## config.mk

```make
export PLATFORM = sky130hd
export DESIGN_NAME = scaled_calendar_clock_flat
export DESIGN_NICKNAME = d
export VERILOG_FILES = /design/src/scc_pkg.sv /design/src/scc_ifs.sv /design/src/scc_ctrl.sv /design/src/scc_dp.sv /design/src/scaled_calendar_clock.sv /design/src/flat_wrapper.sv
export SDC_FILE = /design/constraint.sdc
export NUM_CORES = 1
export LEC_CHECK = 0
export BUFFER_PORTS_ARGS = -buffer_cell sky130_fd_sc_hd__buf_2
export CAP_MARGIN = 5
export CORE_MARGIN = 10
export CORE_UTILIZATION = 55
export CTS_CLUSTER_SIZE = 14
export DETAILED_ROUTE_END_ITERATION = 16
export GPL_TIMING_DRIVEN = 0
export PLACE_DENSITY = 0.78
export SKIP_CTS_REPAIR_TIMING = 1
export SYNTH_ARGS = -nofsm -noshare
export SYNTH_HDL_FRONTEND = slang
export SYNTH_SLANG_ARGS = --single-unit
```

## constraint.sdc

```tcl
create_clock -name clk -period 6.9 [get_ports clk]
set_input_delay 1.38 -clock clk [delete_from_list [all_inputs] [get_ports clk]]
set_output_delay 1.38 -clock clk [all_outputs]
set_load 0.01 [all_outputs]
```

## src/scc_pkg.sv

```systemverilog
// Types, constants and codes of the scaled calendar clock.
`default_nettype none

package scc_pkg;

  // Prescaler and configuration port
  localparam int FRAC_BITS_DEF = 8;
  localparam int SPEED_W       = 14;
  localparam int CFG_IDX_W     = 1;
  localparam int CFG_DATA_W    = 14;
  localparam int STEPS_W       = 6;

  localparam logic [SPEED_W-1:0]   SPEED_RESET = 14'd256;
  localparam logic [CFG_IDX_W-1:0] CFG_SCALING_EN = 1'b0;
  localparam logic [CFG_IDX_W-1:0] CFG_SPEED      = 1'b1;

  // Item opcodes
  localparam logic OP_TICK = 1'b0;
  localparam logic OP_LOAD = 1'b1;

  // Calendar limits (one bit wider than their fields) and the step cap
  localparam logic [6:0] SEC_STEP     = 7'd10;
  localparam logic [6:0] SEC_LIMIT    = 7'd60;
  localparam logic [6:0] MIN_LIMIT    = 7'd60;
  localparam logic [5:0] HOUR_LIMIT   = 6'd24;
  localparam logic [5:0] HOUR_DAY     = 6'd6;
  localparam logic [5:0] DAY_LIMIT    = 6'd31;
  localparam logic [5:0] DAY_FIRST    = 6'd1;
  localparam logic [3:0] WDAY_LIMIT   = 4'd7;
  localparam logic [3:0] SEASON_LIMIT = 4'd5;
  localparam logic [3:0] SEASON_FIRST = 4'd1;
  localparam logic [7:0] YEAR_LIMIT   = 8'd100;
  localparam logic [7:0] YEAR_MAX     = 8'd99;
  localparam logic [STEPS_W-1:0] STEPS_SAT = 6'd63;

  typedef struct packed {
    logic [5:0] seconds;
    logic [5:0] minutes;
    logic [4:0] hour;
    logic [4:0] day_of_month;
    logic [2:0] day_of_week;
    logic [2:0] season;
    logic [6:0] year;
  } clock_t;

  localparam clock_t CLOCK_RESET = '{
    seconds: 6'd0, minutes: 6'd0, hour: 5'd6, day_of_month: 5'd1,
    day_of_week: 3'd0, season: 3'd1, year: 7'd0};

  typedef struct packed {
    logic       opcode;
    logic       advance;
    logic [5:0] load_seconds;
    logic [5:0] load_minutes;
    logic [4:0] load_hour;
    logic [4:0] load_day_of_month;
    logic [2:0] load_day_of_week;
    logic [2:0] load_season;
    logic [6:0] load_year;
  } in_item_t;

  typedef struct packed {
    logic [5:0]         seconds;
    logic [5:0]         minutes;
    logic [4:0]         hour;
    logic [4:0]         day_of_month;
    logic [2:0]         day_of_week;
    logic [2:0]         season;
    logic [2:0]         season_tomorrow;
    logic [6:0]         year;
    logic               month_rolled;
    logic               year_rolled;
    logic [STEPS_W-1:0] steps_taken;
  } out_item_t;

  // Controller to datapath
  typedef struct packed {
    logic accept;
    logic step;
    logic emit;
  } dp_cmd_t;

  // Datapath to controller
  typedef struct packed {
    logic cnt_zero;
    logic cnt_one;
  } dp_status_t;

endpackage

`default_nettype wire

```

## src/scc_ifs.sv

```systemverilog
// Valid/ready channel interfaces for input and result items.
`default_nettype none

interface scc_in_if import scc_pkg::*; ();
  logic     valid;
  logic     ready;
  in_item_t data;
  modport source (output valid, output data, input ready);
  modport sink   (input valid, input data, output ready);
endinterface

interface scc_out_if import scc_pkg::*; ();
  logic      valid;
  logic      ready;
  out_item_t data;
  modport source (output valid, output data, input ready);
  modport sink   (input valid, input data, output ready);
endinterface

`default_nettype wire

```

## src/scc_ctrl.sv

```systemverilog
// Controller state machine: accept, step loop and result hand-off.
`default_nettype none

module scc_ctrl import scc_pkg::*; (
  input  logic       clk,
  input  logic       rst_n,
  input  logic       in_valid,
  output logic       in_ready,
  output logic       out_valid,
  input  logic       out_ready,
  output dp_cmd_t    cmd,
  input  dp_status_t status
);

  typedef enum logic [2:0] {
    S_IDLE = 3'b001,
    S_STEP = 3'b010,
    S_EMIT = 3'b100
  } state_t;

  state_t state_r, state_nxt;
  logic   out_valid_r, out_valid_nxt;

  // Sequence one item and hold the result until the output slot frees
  always_comb begin
    state_nxt     = state_r;
    out_valid_nxt = out_valid_r && !out_ready;
    cmd           = '0;
    in_ready      = 1'b0;
    case (state_r)
      S_IDLE: begin
        in_ready = 1'b1;
        if (in_valid) begin
          cmd.accept = 1'b1;
          state_nxt  = S_STEP;
        end
      end
      S_STEP: begin
        if (status.cnt_zero) begin
          state_nxt = S_EMIT;
        end else begin
          cmd.step = 1'b1;
          if (status.cnt_one) state_nxt = S_EMIT;
        end
      end
      S_EMIT: begin
        if (!out_valid_r || out_ready) begin
          cmd.emit      = 1'b1;
          out_valid_nxt = 1'b1;
          state_nxt     = S_IDLE;
        end
      end
      default: begin
        state_nxt = S_IDLE;
      end
    endcase
  end

  always_ff @(posedge clk) begin
    if (!rst_n) begin
      state_r     <= S_IDLE;
      out_valid_r <= 1'b0;
    end else begin
      state_r     <= state_nxt;
      out_valid_r <= out_valid_nxt;
    end
  end

  assign out_valid = out_valid_r;

endmodule

`default_nettype wire

```

## src/scc_dp.sv

```systemverilog
// Datapath: clock registers, shared carry unit, prescaler and result register.
`default_nettype none

module scc_dp import scc_pkg::*; #(
  parameter int FRAC_BITS = FRAC_BITS_DEF
) (
  input  logic                  clk,
  input  logic                  rst_n,
  input  dp_cmd_t               cmd,
  output dp_status_t            status,
  input  in_item_t              in_item,
  input  logic                  cfg_we,
  input  logic [CFG_IDX_W-1:0]  cfg_index,
  input  logic [CFG_DATA_W-1:0] cfg_wdata,
  output out_item_t             out_item
);

  localparam int SUM_W = ((FRAC_BITS > SPEED_W) ? FRAC_BITS : SPEED_W) + 1;
  localparam int CNT_W = SUM_W - FRAC_BITS;
  localparam int CMP_W = (CNT_W > STEPS_W) ? CNT_W : STEPS_W;

  typedef struct packed {
    clock_t tm;
    logic   month;
    logic   year;
  } carry_res_t;

  // One single-pass carry over wide intermediates
  function automatic carry_res_t carry_fn(input logic [6:0] sec_in, input clock_t c);
    logic [6:0] sec;
    logic [6:0] mn;
    logic [5:0] hr;
    logic [5:0] dy;
    logic [3:0] wd;
    logic [3:0] sn;
    logic [7:0] yr;
    carry_res_t r;
    sec     = sec_in;
    mn      = {1'b0, c.minutes};
    hr      = {1'b0, c.hour};
    dy      = {1'b0, c.day_of_month};
    wd      = {1'b0, c.day_of_week};
    sn      = {1'b0, c.season};
    yr      = {1'b0, c.year};
    r.month = 1'b0;
    r.year  = 1'b0;
    if (sec >= SEC_LIMIT) begin
      sec = '0;
      mn  = mn + 7'd1;
    end
    if (mn >= MIN_LIMIT) begin
      mn = '0;
      hr = hr + 6'd1;
      if (hr == HOUR_DAY) begin
        dy = dy + 6'd1;
        wd = wd + 4'd1;
      end
    end
    if (hr >= HOUR_LIMIT) hr = '0;
    if (wd >= WDAY_LIMIT) wd = '0;
    if (dy >= DAY_LIMIT) begin
      dy      = DAY_FIRST;
      sn      = sn + 4'd1;
      r.month = 1'b1;
    end
    if (sn >= SEASON_LIMIT) begin
      sn     = SEASON_FIRST;
      yr     = yr + 8'd1;
      r.year = 1'b1;
    end
    if (yr >= YEAR_LIMIT) yr = YEAR_MAX;
    r.tm.seconds      = sec[5:0];
    r.tm.minutes      = mn[5:0];
    r.tm.hour         = hr[4:0];
    r.tm.day_of_month = dy[4:0];
    r.tm.day_of_week  = wd[2:0];
    r.tm.season       = sn[2:0];
    r.tm.year         = yr[6:0];
    return r;
  endfunction

  clock_t                 time_r, time_nxt;
  logic [FRAC_BITS-1:0]   frac_r, frac_nxt;
  logic [CNT_W-1:0]       cnt_r, cnt_nxt;
  logic                   month_r, month_nxt;
  logic                   year_r, year_nxt;
  logic [STEPS_W-1:0]     taken_r, taken_nxt;
  logic                   scale_en_r;
  logic [SPEED_W-1:0]     speed_r;
  out_item_t              out_r, out_nxt;

  logic [6:0]             sec_in;
  carry_res_t             cres;
  logic [SUM_W-1:0]       sum;
  logic [CNT_W-1:0]       steps;
  logic [STEPS_W-1:0]     steps_sat;
  logic [5:0]             day_next;
  logic [3:0]             tomorrow;

  // Shared carry unit: a step adds ten seconds first, a normalize does not
  assign sec_in = cmd.step ? ({1'b0, time_r.seconds} + SEC_STEP) : {1'b0, time_r.seconds};
  assign cres   = carry_fn(sec_in, time_r);

  // Prescaler: whole steps above the fraction, fraction kept
  assign sum       = SUM_W'(frac_r) + SUM_W'(speed_r);
  assign steps     = sum[SUM_W-1:FRAC_BITS];
  assign steps_sat = (CMP_W'(steps) > CMP_W'(STEPS_SAT)) ? STEPS_SAT : STEPS_W'(steps);

  // Season of the following day
  always_comb begin
    day_next = {1'b0, time_r.day_of_month} + 6'd1;
    tomorrow = {1'b0, time_r.season};
    if (day_next >= DAY_LIMIT) tomorrow = tomorrow + 4'd1;
    if (tomorrow >= SEASON_LIMIT) tomorrow = SEASON_FIRST;
  end

  // Start an item, or run one step of it
  always_comb begin
    time_nxt  = time_r;
    frac_nxt  = frac_r;
    cnt_nxt   = cnt_r;
    month_nxt = month_r;
    year_nxt  = year_r;
    taken_nxt = taken_r;
    if (cmd.accept) begin
      cnt_nxt   = '0;
      month_nxt = 1'b0;
      year_nxt  = 1'b0;
      taken_nxt = '0;
      case (in_item.opcode)
        OP_LOAD: begin
          time_nxt.seconds      = in_item.load_seconds;
          time_nxt.minutes      = in_item.load_minutes;
          time_nxt.hour         = in_item.load_hour;
          time_nxt.day_of_month = in_item.load_day_of_month;
          time_nxt.day_of_week  = in_item.load_day_of_week;
          time_nxt.season       = in_item.load_season;
          time_nxt.year         = in_item.load_year;
        end
        OP_TICK: begin
          if (!in_item.advance) begin
            time_nxt  = cres.tm;
            month_nxt = cres.month;
            year_nxt  = cres.year;
          end else if (!scale_en_r) begin
            cnt_nxt   = CNT_W'(1);
            taken_nxt = STEPS_W'(1);
          end else begin
            cnt_nxt   = steps;
            frac_nxt  = sum[FRAC_BITS-1:0];
            taken_nxt = steps_sat;
          end
        end
        default: begin
          time_nxt = time_r;
        end
      endcase
    end else if (cmd.step) begin
      time_nxt  = cres.tm;
      month_nxt = month_r | cres.month;
      year_nxt  = year_r | cres.year;
      cnt_nxt   = cnt_r - CNT_W'(1);
    end
  end

  // Assemble the result item
  always_comb begin
    out_nxt.seconds         = time_r.seconds;
    out_nxt.minutes         = time_r.minutes;
    out_nxt.hour            = time_r.hour;
    out_nxt.day_of_month    = time_r.day_of_month;
    out_nxt.day_of_week     = time_r.day_of_week;
    out_nxt.season          = time_r.season;
    out_nxt.season_tomorrow = tomorrow[2:0];
    out_nxt.year            = time_r.year;
    out_nxt.month_rolled    = month_r;
    out_nxt.year_rolled     = year_r;
    out_nxt.steps_taken     = taken_r;
  end

  // Clock state, prescaler and configuration
  always_ff @(posedge clk) begin
    if (!rst_n) begin
      time_r     <= CLOCK_RESET;
      frac_r     <= '0;
      cnt_r      <= '0;
      scale_en_r <= 1'b0;
      speed_r    <= SPEED_RESET;
    end else begin
      time_r <= time_nxt;
      frac_r <= frac_nxt;
      cnt_r  <= cnt_nxt;
      if (cfg_we) begin
        case (cfg_index)
          CFG_SCALING_EN: scale_en_r <= cfg_wdata[0];
          CFG_SPEED:      speed_r    <= cfg_wdata[SPEED_W-1:0];
          default:        speed_r    <= speed_r;
        endcase
      end
    end
  end

  // Flags, step count and result register
  always_ff @(posedge clk) begin
    month_r <= month_nxt;
    year_r  <= year_nxt;
    taken_r <= taken_nxt;
    if (cmd.emit) out_r <= out_nxt;
  end

  assign status.cnt_zero = (cnt_r == '0);
  assign status.cnt_one  = (cnt_r == CNT_W'(1));
  assign out_item        = out_r;

endmodule

`default_nettype wire

```

## src/scaled_calendar_clock.sv

```systemverilog
// Top level of the scaled calendar clock: controller, datapath and channel wiring.
//
// Each input item is either a load (sets the clock fields as given, no carry), a
// normalize tick (one carry pass) or an advance tick. An advance tick applies one
// 10-second step, or with scaling enabled adds speed_scale to the fraction
// accumulator (speed_scale is Q(14-FRAC_BITS).FRAC_BITS) and applies the whole
// part as steps, n being the number of steps. Steps run one per cycle through
// a single shared carry unit; loads, normalizes and scaled ticks with no whole
// step run none, and n reaches 64 at FRAC_BITS = 8 and full scale. After the
// last step the result is written to the output register, and the next item
// can be accepted in the following cycle. One item is worked on at a time; the
// next is taken while the previous result still waits in the output register,
// and a further result then waits in the controller until that register frees,
// which stalls the input.
// Configuration is written through cfg_we/cfg_index/cfg_wdata: index 0 is
// scaling_enabled, index 1 is speed_scale.
`default_nettype none

module scaled_calendar_clock import scc_pkg::*; #(
  parameter int FRAC_BITS = FRAC_BITS_DEF
) (
  input  logic                  clk,
  input  logic                  rst_n,
  scc_in_if.sink                in_ch,
  scc_out_if.source             out_ch,
  input  logic                  cfg_we,
  input  logic [CFG_IDX_W-1:0]  cfg_index,
  input  logic [CFG_DATA_W-1:0] cfg_wdata
);

  dp_cmd_t    cmd;
  dp_status_t status;
  logic       in_ready;
  logic       out_valid;
  out_item_t  out_item;

  scc_ctrl u_ctrl (
    .clk       (clk),
    .rst_n     (rst_n),
    .in_valid  (in_ch.valid),
    .in_ready  (in_ready),
    .out_valid (out_valid),
    .out_ready (out_ch.ready),
    .cmd       (cmd),
    .status    (status)
  );

  scc_dp #(
    .FRAC_BITS (FRAC_BITS)
  ) u_dp (
    .clk       (clk),
    .rst_n     (rst_n),
    .cmd       (cmd),
    .status    (status),
    .in_item   (in_ch.data),
    .cfg_we    (cfg_we),
    .cfg_index (cfg_index),
    .cfg_wdata (cfg_wdata),
    .out_item  (out_item)
  );

  assign in_ch.ready  = in_ready;
  assign out_ch.valid = out_valid;
  assign out_ch.data  = out_item;

endmodule

`default_nettype wire

```

## src/flat_wrapper.sv

```systemverilog
// flat-port wrapper written by rule: the top's interface ports become plain ports
module scaled_calendar_clock_flat import scc_pkg::*;
#(
  parameter int FRAC_BITS = FRAC_BITS_DEF
)
  (clk, rst_n, cfg_we, cfg_index, cfg_wdata, in_ch_valid, in_ch_data, in_ch_ready, out_ch_valid, out_ch_data, out_ch_ready);
  scc_in_if in_ch_i ();
  scc_out_if out_ch_i ();
  input  logic clk;
  input  logic rst_n;
  input  logic cfg_we;
  input  logic [CFG_IDX_W-1:0] cfg_index;
  input  logic [CFG_DATA_W-1:0] cfg_wdata;
  input wire logic [$bits(in_ch_i.valid)-1:0] in_ch_valid;
  input wire logic [$bits(in_ch_i.data)-1:0] in_ch_data;
  output wire logic [$bits(in_ch_i.ready)-1:0] in_ch_ready;
  output wire logic [$bits(out_ch_i.valid)-1:0] out_ch_valid;
  output wire logic [$bits(out_ch_i.data)-1:0] out_ch_data;
  input wire logic [$bits(out_ch_i.ready)-1:0] out_ch_ready;
  assign in_ch_i.valid = in_ch_valid;
  assign in_ch_i.data = in_ch_data;
  assign in_ch_ready = in_ch_i.ready;
  assign out_ch_valid = out_ch_i.valid;
  assign out_ch_data = out_ch_i.data;
  assign out_ch_i.ready = out_ch_ready;
  scaled_calendar_clock #(.FRAC_BITS(FRAC_BITS)) u_core (.clk(clk), .rst_n(rst_n), .in_ch(in_ch_i), .out_ch(out_ch_i), .cfg_we(cfg_we), .cfg_index(cfg_index), .cfg_wdata(cfg_wdata));
endmodule
```

# Word level (Yosys, flattened, before mapping)
# Cells that the tools add are included.
# op_classes
addsub,9
mul,0
div,0
magnitude_cmp,10
n_eq_ne,9
shifts,0
n_mux,52
bitwise,6
n_reduce_logical,13
# ops
cell,count
$mux 35,3
$pmux 35 s2,1
$mux 7,8
$mux 6,6
$mux 1,20
$ge 6x5->1 const B,3
$mux 3,6
$mux 4,4
$add 8x14->15,1
$ge 7x6->1 const B,2
$add 5x1->6 const B,2
$ge 4x3->1 const B,3
$mux 5,2
$pmux 3 s3,1
$add 3x1->4 const B,2
$add 7x1->8 const B,1
$ge 8x7->1 const B,1
$mux 8,1
$add 6x1->7 const B,1
$add 6x4->7 const B,1
$eq 7x1->1 const B,1
$gt 7x6->1 const B,1
$logic_not 7->1,1
$sub 7x1->7 const B,1
other kinds (18),26
# word_totals
ff_bits,123
latch_bits,0
ram_bits,0
rom_bits,0
in_bits,57
n_memories,0

# Longest topological paths before layout
# depth
ltp_word,17
mapped_depth,15

# Cells and area by module
# From an unflattened synthesis, not the netlist that was laid out.
# unflattened
cells_unflattened,692
area_unflattened_um2,6476.2
# modules_own_cells
mod,instances,cells_each,area_per_inst_um2,seq_area_each_um2
scc_dp,1,670,6266.0,2922.8
scc_ctrl,1,22,210.2,80.1

# Worst setup path after synthesis
# OpenSTA, ideal clock, no wires.
# synth_timing
path_kind,input -> register
from,input port out_ch_ready
to,"register u_core.u_dp.out_r, in the netlist u_core.u_dp.out_item[0], enable pin"
setup_time_ns,0.455
t_arrival_ns,3.503
t_required_ns,6.445
path_slack_ns,2.942
path_stages,2
path_cell_list,nor2b_1 -> nor2b_1
# synth_lines
item,line_no,rtl
from (decl),flat_wrapper.sv:19,input wire logic [$bits(out_ch_i.ready)-1:0] out_ch_ready;
to (signal assigned),scc_dp.sv:208,if (cmd.emit) out_r <= out_nxt;
to (decl),scc_dp.sv:90,"out_item_t out_r, out_nxt;"

==> tab_implementation.tex <==
\begin{tabular}{lr}
\hline
Metric & Value \\
\hline
\multicolumn{2}{l}{\textbf{Run}} \\
Max Cap Viol & 0 \\
\multicolumn{2}{l}{\textbf{Floorplan}} \\
Die H & 128 microns \\
Horizontal die dimension & 128 microns \\
Initial Utilization & 55.9\% \\
Area of the die & 16300 sq um \\
Area of the core region & 11400 sq um \\
Row cnt & 39 \\
I/O pin cnt & 105 \\
\multicolumn{2}{l}{\textbf{Cells and area}} \\
Final Instance Count excl. Fillers & 963 \\
Register area & 3000 sq um \\
Area growth from synthesis to final layout & 21.4\% \\
Most common cell after layout, fill and taps aside & sky130\_fd\_sc\_hd\_\_buf\_2 \\
Top library cells by usage in the layout, fill and taps aside & sky130\_fd\_sc\_hd\_\_buf\_2 (108), sky130\_fd\_sc\_hd\_\_nand2\_1 (84), sky130\_fd\_sc\_hd\_\_nor2\_1 (70) \\
Area used by multi-input combinational logic & 3120 sq um \\
\# nets final & 883 \\
Final-layout fill cell count & 904 \\
Fraction of final layout cells sized beyond drive strength 1 & 20.9\% \\
\multicolumn{2}{l}{\textbf{Timing}} \\
Setup-failing EPs final & 0 \\
RSZ-0062 raised after global routing & false \\
Final-report max-slew violation count & 0 \\
Hold violation count in the final report & 0 \\
Sum Neg Setup Slack & 0 ps \\
Post-route clock period utilization & 56.8\% \\
Max\_slew headroom & 38.2\% \\
F\_max & 255 MHz \\
Min Clock Period, post-route & 3920 ps \\
Final worst hold slack & 418 ps \\
Skew final & 9.48 ps \\
Transition time at the pin with the least slew margin & 921 ps \\
\multicolumn{2}{l}{\textbf{Critical path}} \\
Worst Path Arrival & 4270 ps \\
Crit. End Element & register \\
Worst r2r path cells & 11 \\
Critical path launch point type & input port \\
Destination of the critical timing path & u\_core.u\_dp.out\_nxt[39]\$\_SDFFE\_PN0P\_ \\
Critical path class & input port to register \\
Worst R2R Setup Slack & 3260 ps \\
Largest fanout of any net on the critical path & 15 \\
Required time at the endpoint of the critical path & 7250 ps \\
Reg2reg start & u\_core.u\_ctrl.state\_r[0]\$\_SDFFE\_PN1P\_ \\
Launch point of the critical path & in\_ch\_valid \\
End of the worst register-to-register path & u\_core.u\_dp.out\_nxt[34]\$\_SDFFE\_PN0P\_ \\
\multicolumn{2}{l}{\textbf{Yosys}} \\
Mean instance size in the synthesized netlist & 9.33 sq um \\
Number of distinct library cell variants in the gate-level netlist after synthesis & 80 \\
Most used flip-flop cell after synthesis & sky130\_fd\_sc\_hd\_\_dfxtp\_1 \\
Instance count of the mapped netlist & 682 \\
Synth async-reset ratio & 0\% \\
Count of flip-flops with a built-in enable after synthesis & 54 \\
Yosys warns & 0 \\
Synthesized flop and latch total & 123 \\
Synthesized net count & 759 \\
Sequential fraction of the synthesis area & 47.2\% \\
Synthesized cell area & 6360 sq um \\
\multicolumn{2}{l}{\textbf{Place}} \\
Buffers added on ports & 104 \\
Number of placed cells counting well taps & 930 \\
Global placement routability congestion & 0.910 \\
Estimated wirelength of the detail-placed design & 13.0 mm \\
\multicolumn{2}{l}{\textbf{Global routing}} \\
Total global routing overflow & 0 \\
Wire length of the first global-routing pass & 28.7 mm \\
Maximum number of pins on one net before global-route repair & 36 \\
Number of antenna violations at the first check in global routing & 1 \\
Combined global-route utilization of all metal layers & 21.8\% \\
Vias in the first global route & 5912 \\
\multicolumn{2}{l}{\textbf{CTS}} \\
Number of clock buffers inserted by TritonCTS & 17 \\
Maximum buffer depth of the clock tree & 2 \\
Clock root buffer master & sky130\_fd\_sc\_hd\_\_clkbuf\_16 \\
Clock tree from TritonCTS & done \\
TritonCTS sink count & 123 \\
Clock latency on the worst-skew pair & 420 ps \\
H-tree level count & 4 \\
Clock Pin Slew Worst Setup and Hold Paths & 60 ps \\
\multicolumn{2}{l}{\textbf{Detailed routing}} \\
DR vias/cell & 6.09 \\
Routed length per placed instance & 18.4 microns \\
Total DRC errors in the routed layout & 0 \\
Overall routed net length & 17.7 mm \\
Pre-antenna DRT Iters & 8 \\
Number of DRC markers in iteration 0 & 677 \\
Vias & 5868 \\
DRT antenna net count & 0 \\
\multicolumn{2}{l}{\textbf{Power and ir drop}} \\
Cell area power density & 250 nW/um\^{}2 \\
Worst-case vdd ir drop & 0.000169 V \\
Static leakage & 3.00 nW \\
Power after layout & 1.93 mW \\
\multicolumn{2}{l}{\textbf{Outcome}} \\
Status & finished clean \\
\multicolumn{2}{l}{\textbf{Min path}} \\
Worst hold-check path type & register to register \\
\hline
\end{tabular}
worst max-delay path, cell delays in order:
cell and delay, ps:
sky130_fd_sc_hd__buf_2 110, sky130_fd_sc_hd__nand2_1 280, sky130_fd_sc_hd__inv_1 100, sky130_fd_sc_hd__clkbuf_1 350, sky130_fd_sc_hd__a21oi_1 660, sky130_fd_sc_hd__nand2_1 410, sky130_fd_sc_hd__a31o_2 380, sky130_fd_sc_hd__a21o_1 210
sky130_fd_sc_hd__nor2b_1 120, sky130_fd_sc_hd__o21ai_0 100, sky130_fd_sc_hd__a21oi_1 150
where the power goes:
group / switching [mW] / internal [mW]
Clock: 0.312 / 0.602
Combinational: 0.123 / 0.0775
Sequential: 0.0295 / 0.788
Total: 0.464 / 1.47
synth_stat cells, drive strengths merged, types with 4 or more instances:
master / number / area (sq um)
nand2: 84 / 315
nor2: 73 / 287
dfxtp: 69 / 1380
a21oi: 63 / 319
edfxtp: 54 / 1620
o21ai: 43 / 223
clkbuf: 25 / 95.1
inv: 24 / 90.1
nand3: 23 / 115
ha: 19 / 238
xnor2: 15 / 131
and3: 13 / 86.3
a31oi: 12 / 75.1
a221oi: 11 / 96.3
a222oi: 10 / 100
nor2b: 10 / 62.6
nor3: 10 / 50.1
xor2: 10 / 87.6
buf: 9 / 57.6
nor3b: 7 / 57.6
o211ai: 6 / 45.0
a22oi: 5 / 37.5
and2: 5 / 31.3
nand4: 5 / 31.3
or3: 5 / 31.3
a21o: 4 / 30.0
mux2i: 4 / 52.6
nand2b: 4 / 25.0
nor4: 4 / 25.0
o21a: 4 / 30.0
o221a: 4 / 45.0
o22ai: 4 / 25.0
layer usage:
metal	vias up	routed length (microns)	global-route usage (%)
met2	302	8680	37.0
met3	41	1630	5.54
met5	-	0	0
met4	0	485	10.9
li1	2768	-	-
met1	2757	6900	24.9
metrics by stage:
stage	area, sq um	utilization, %	worst slack [ps]
6_report	7720	67.9	2980
5_1_grt	7720	67.9	2830
4_1_cts	7720	67.9	3050
3_5_place_dp	7090	62.3	2610
3_3_place_gp	7060	62.1	1970
2_1_floorplan	6360	-	2940
area by class of cell:
| type | instances | share of cell area [%] |
|---|---|---|
| diodes | 1 | 0.0324 |
| plain buffers | 34 | 1.98 |
| clock buffers | 30 | 8.02 |
| clock inverters | 2 | 0.130 |
| inverters | 24 | 1.17 |
| multi-input cells | 501 | 40.4 |
| flip-flops and latches | 123 | 38.9 |
| well taps | 143 | 2.32 |
| repair buffers | 105 | 7.00 |
logic make-up (layout without fill, tap and decap cells):
logic type,after synthesis,count (layout),synth area share [%]
compound gates,194,194,20.8
simple gates,255,255,19.2
mux,7,7,1.42
flops,123,123,47.2
fa+ha+maj,20,20,4.05
buf+inv,58,195,3.82
xor+xnor,25,25,3.44
other cells,0,1,0
worst min-delay path by stage:
stage / from / endpoint / slack (ps) / depth (start not counted)
floorplan: u_core.u_dp.taken_r[0]$_SDFFCE_PN0P_ / u_core.u_dp.out_item[0]$_DFFE_PP_ / 400 / 0
detailed placement: u_core.u_dp.taken_r[3]$_SDFFCE_PP0P_ / u_core.u_dp.out_item[3]$_DFFE_PP_ / 410 / 0
finish: u_core.u_dp.taken_r[0]$_SDFFCE_PN0P_ / u_core.u_dp.out_item[0]$_DFFE_PP_ / 420 / 0
global route: u_core.u_dp.taken_r[0]$_SDFFCE_PN0P_ / u_core.u_dp.out_item[0]$_DFFE_PP_ / 430 / 0
CTS: u_core.u_dp.taken_r[0]$_SDFFCE_PN0P_ / u_core.u_dp.out_item[0]$_DFFE_PP_ / 420 / 0
global placement: u_core.u_dp.taken_r[3]$_SDFFCE_PP0P_ / u_core.u_dp.out_item[3]$_DFFE_PP_ / 410 / 0
registers in the layout, summed over array words and instances (netlist names):
signal	cells
u_core.u_dp.out_item	46
u_core.u_dp.scale_en_r	1
u_core.u_dp.month_r	1
u_core.u_dp.cnt_r	7
u_core.u_dp.frac_r	8
u_core.u_ctrl.state_r	3
u_core.u_dp.speed_r	14
u_core.u_ctrl.out_valid	1
u_core.u_dp.out_nxt	35
u_core.u_dp.taken_r	6
u_core.u_dp.year_r	1
No activity file was read; power rests on OpenSTA's default activity.
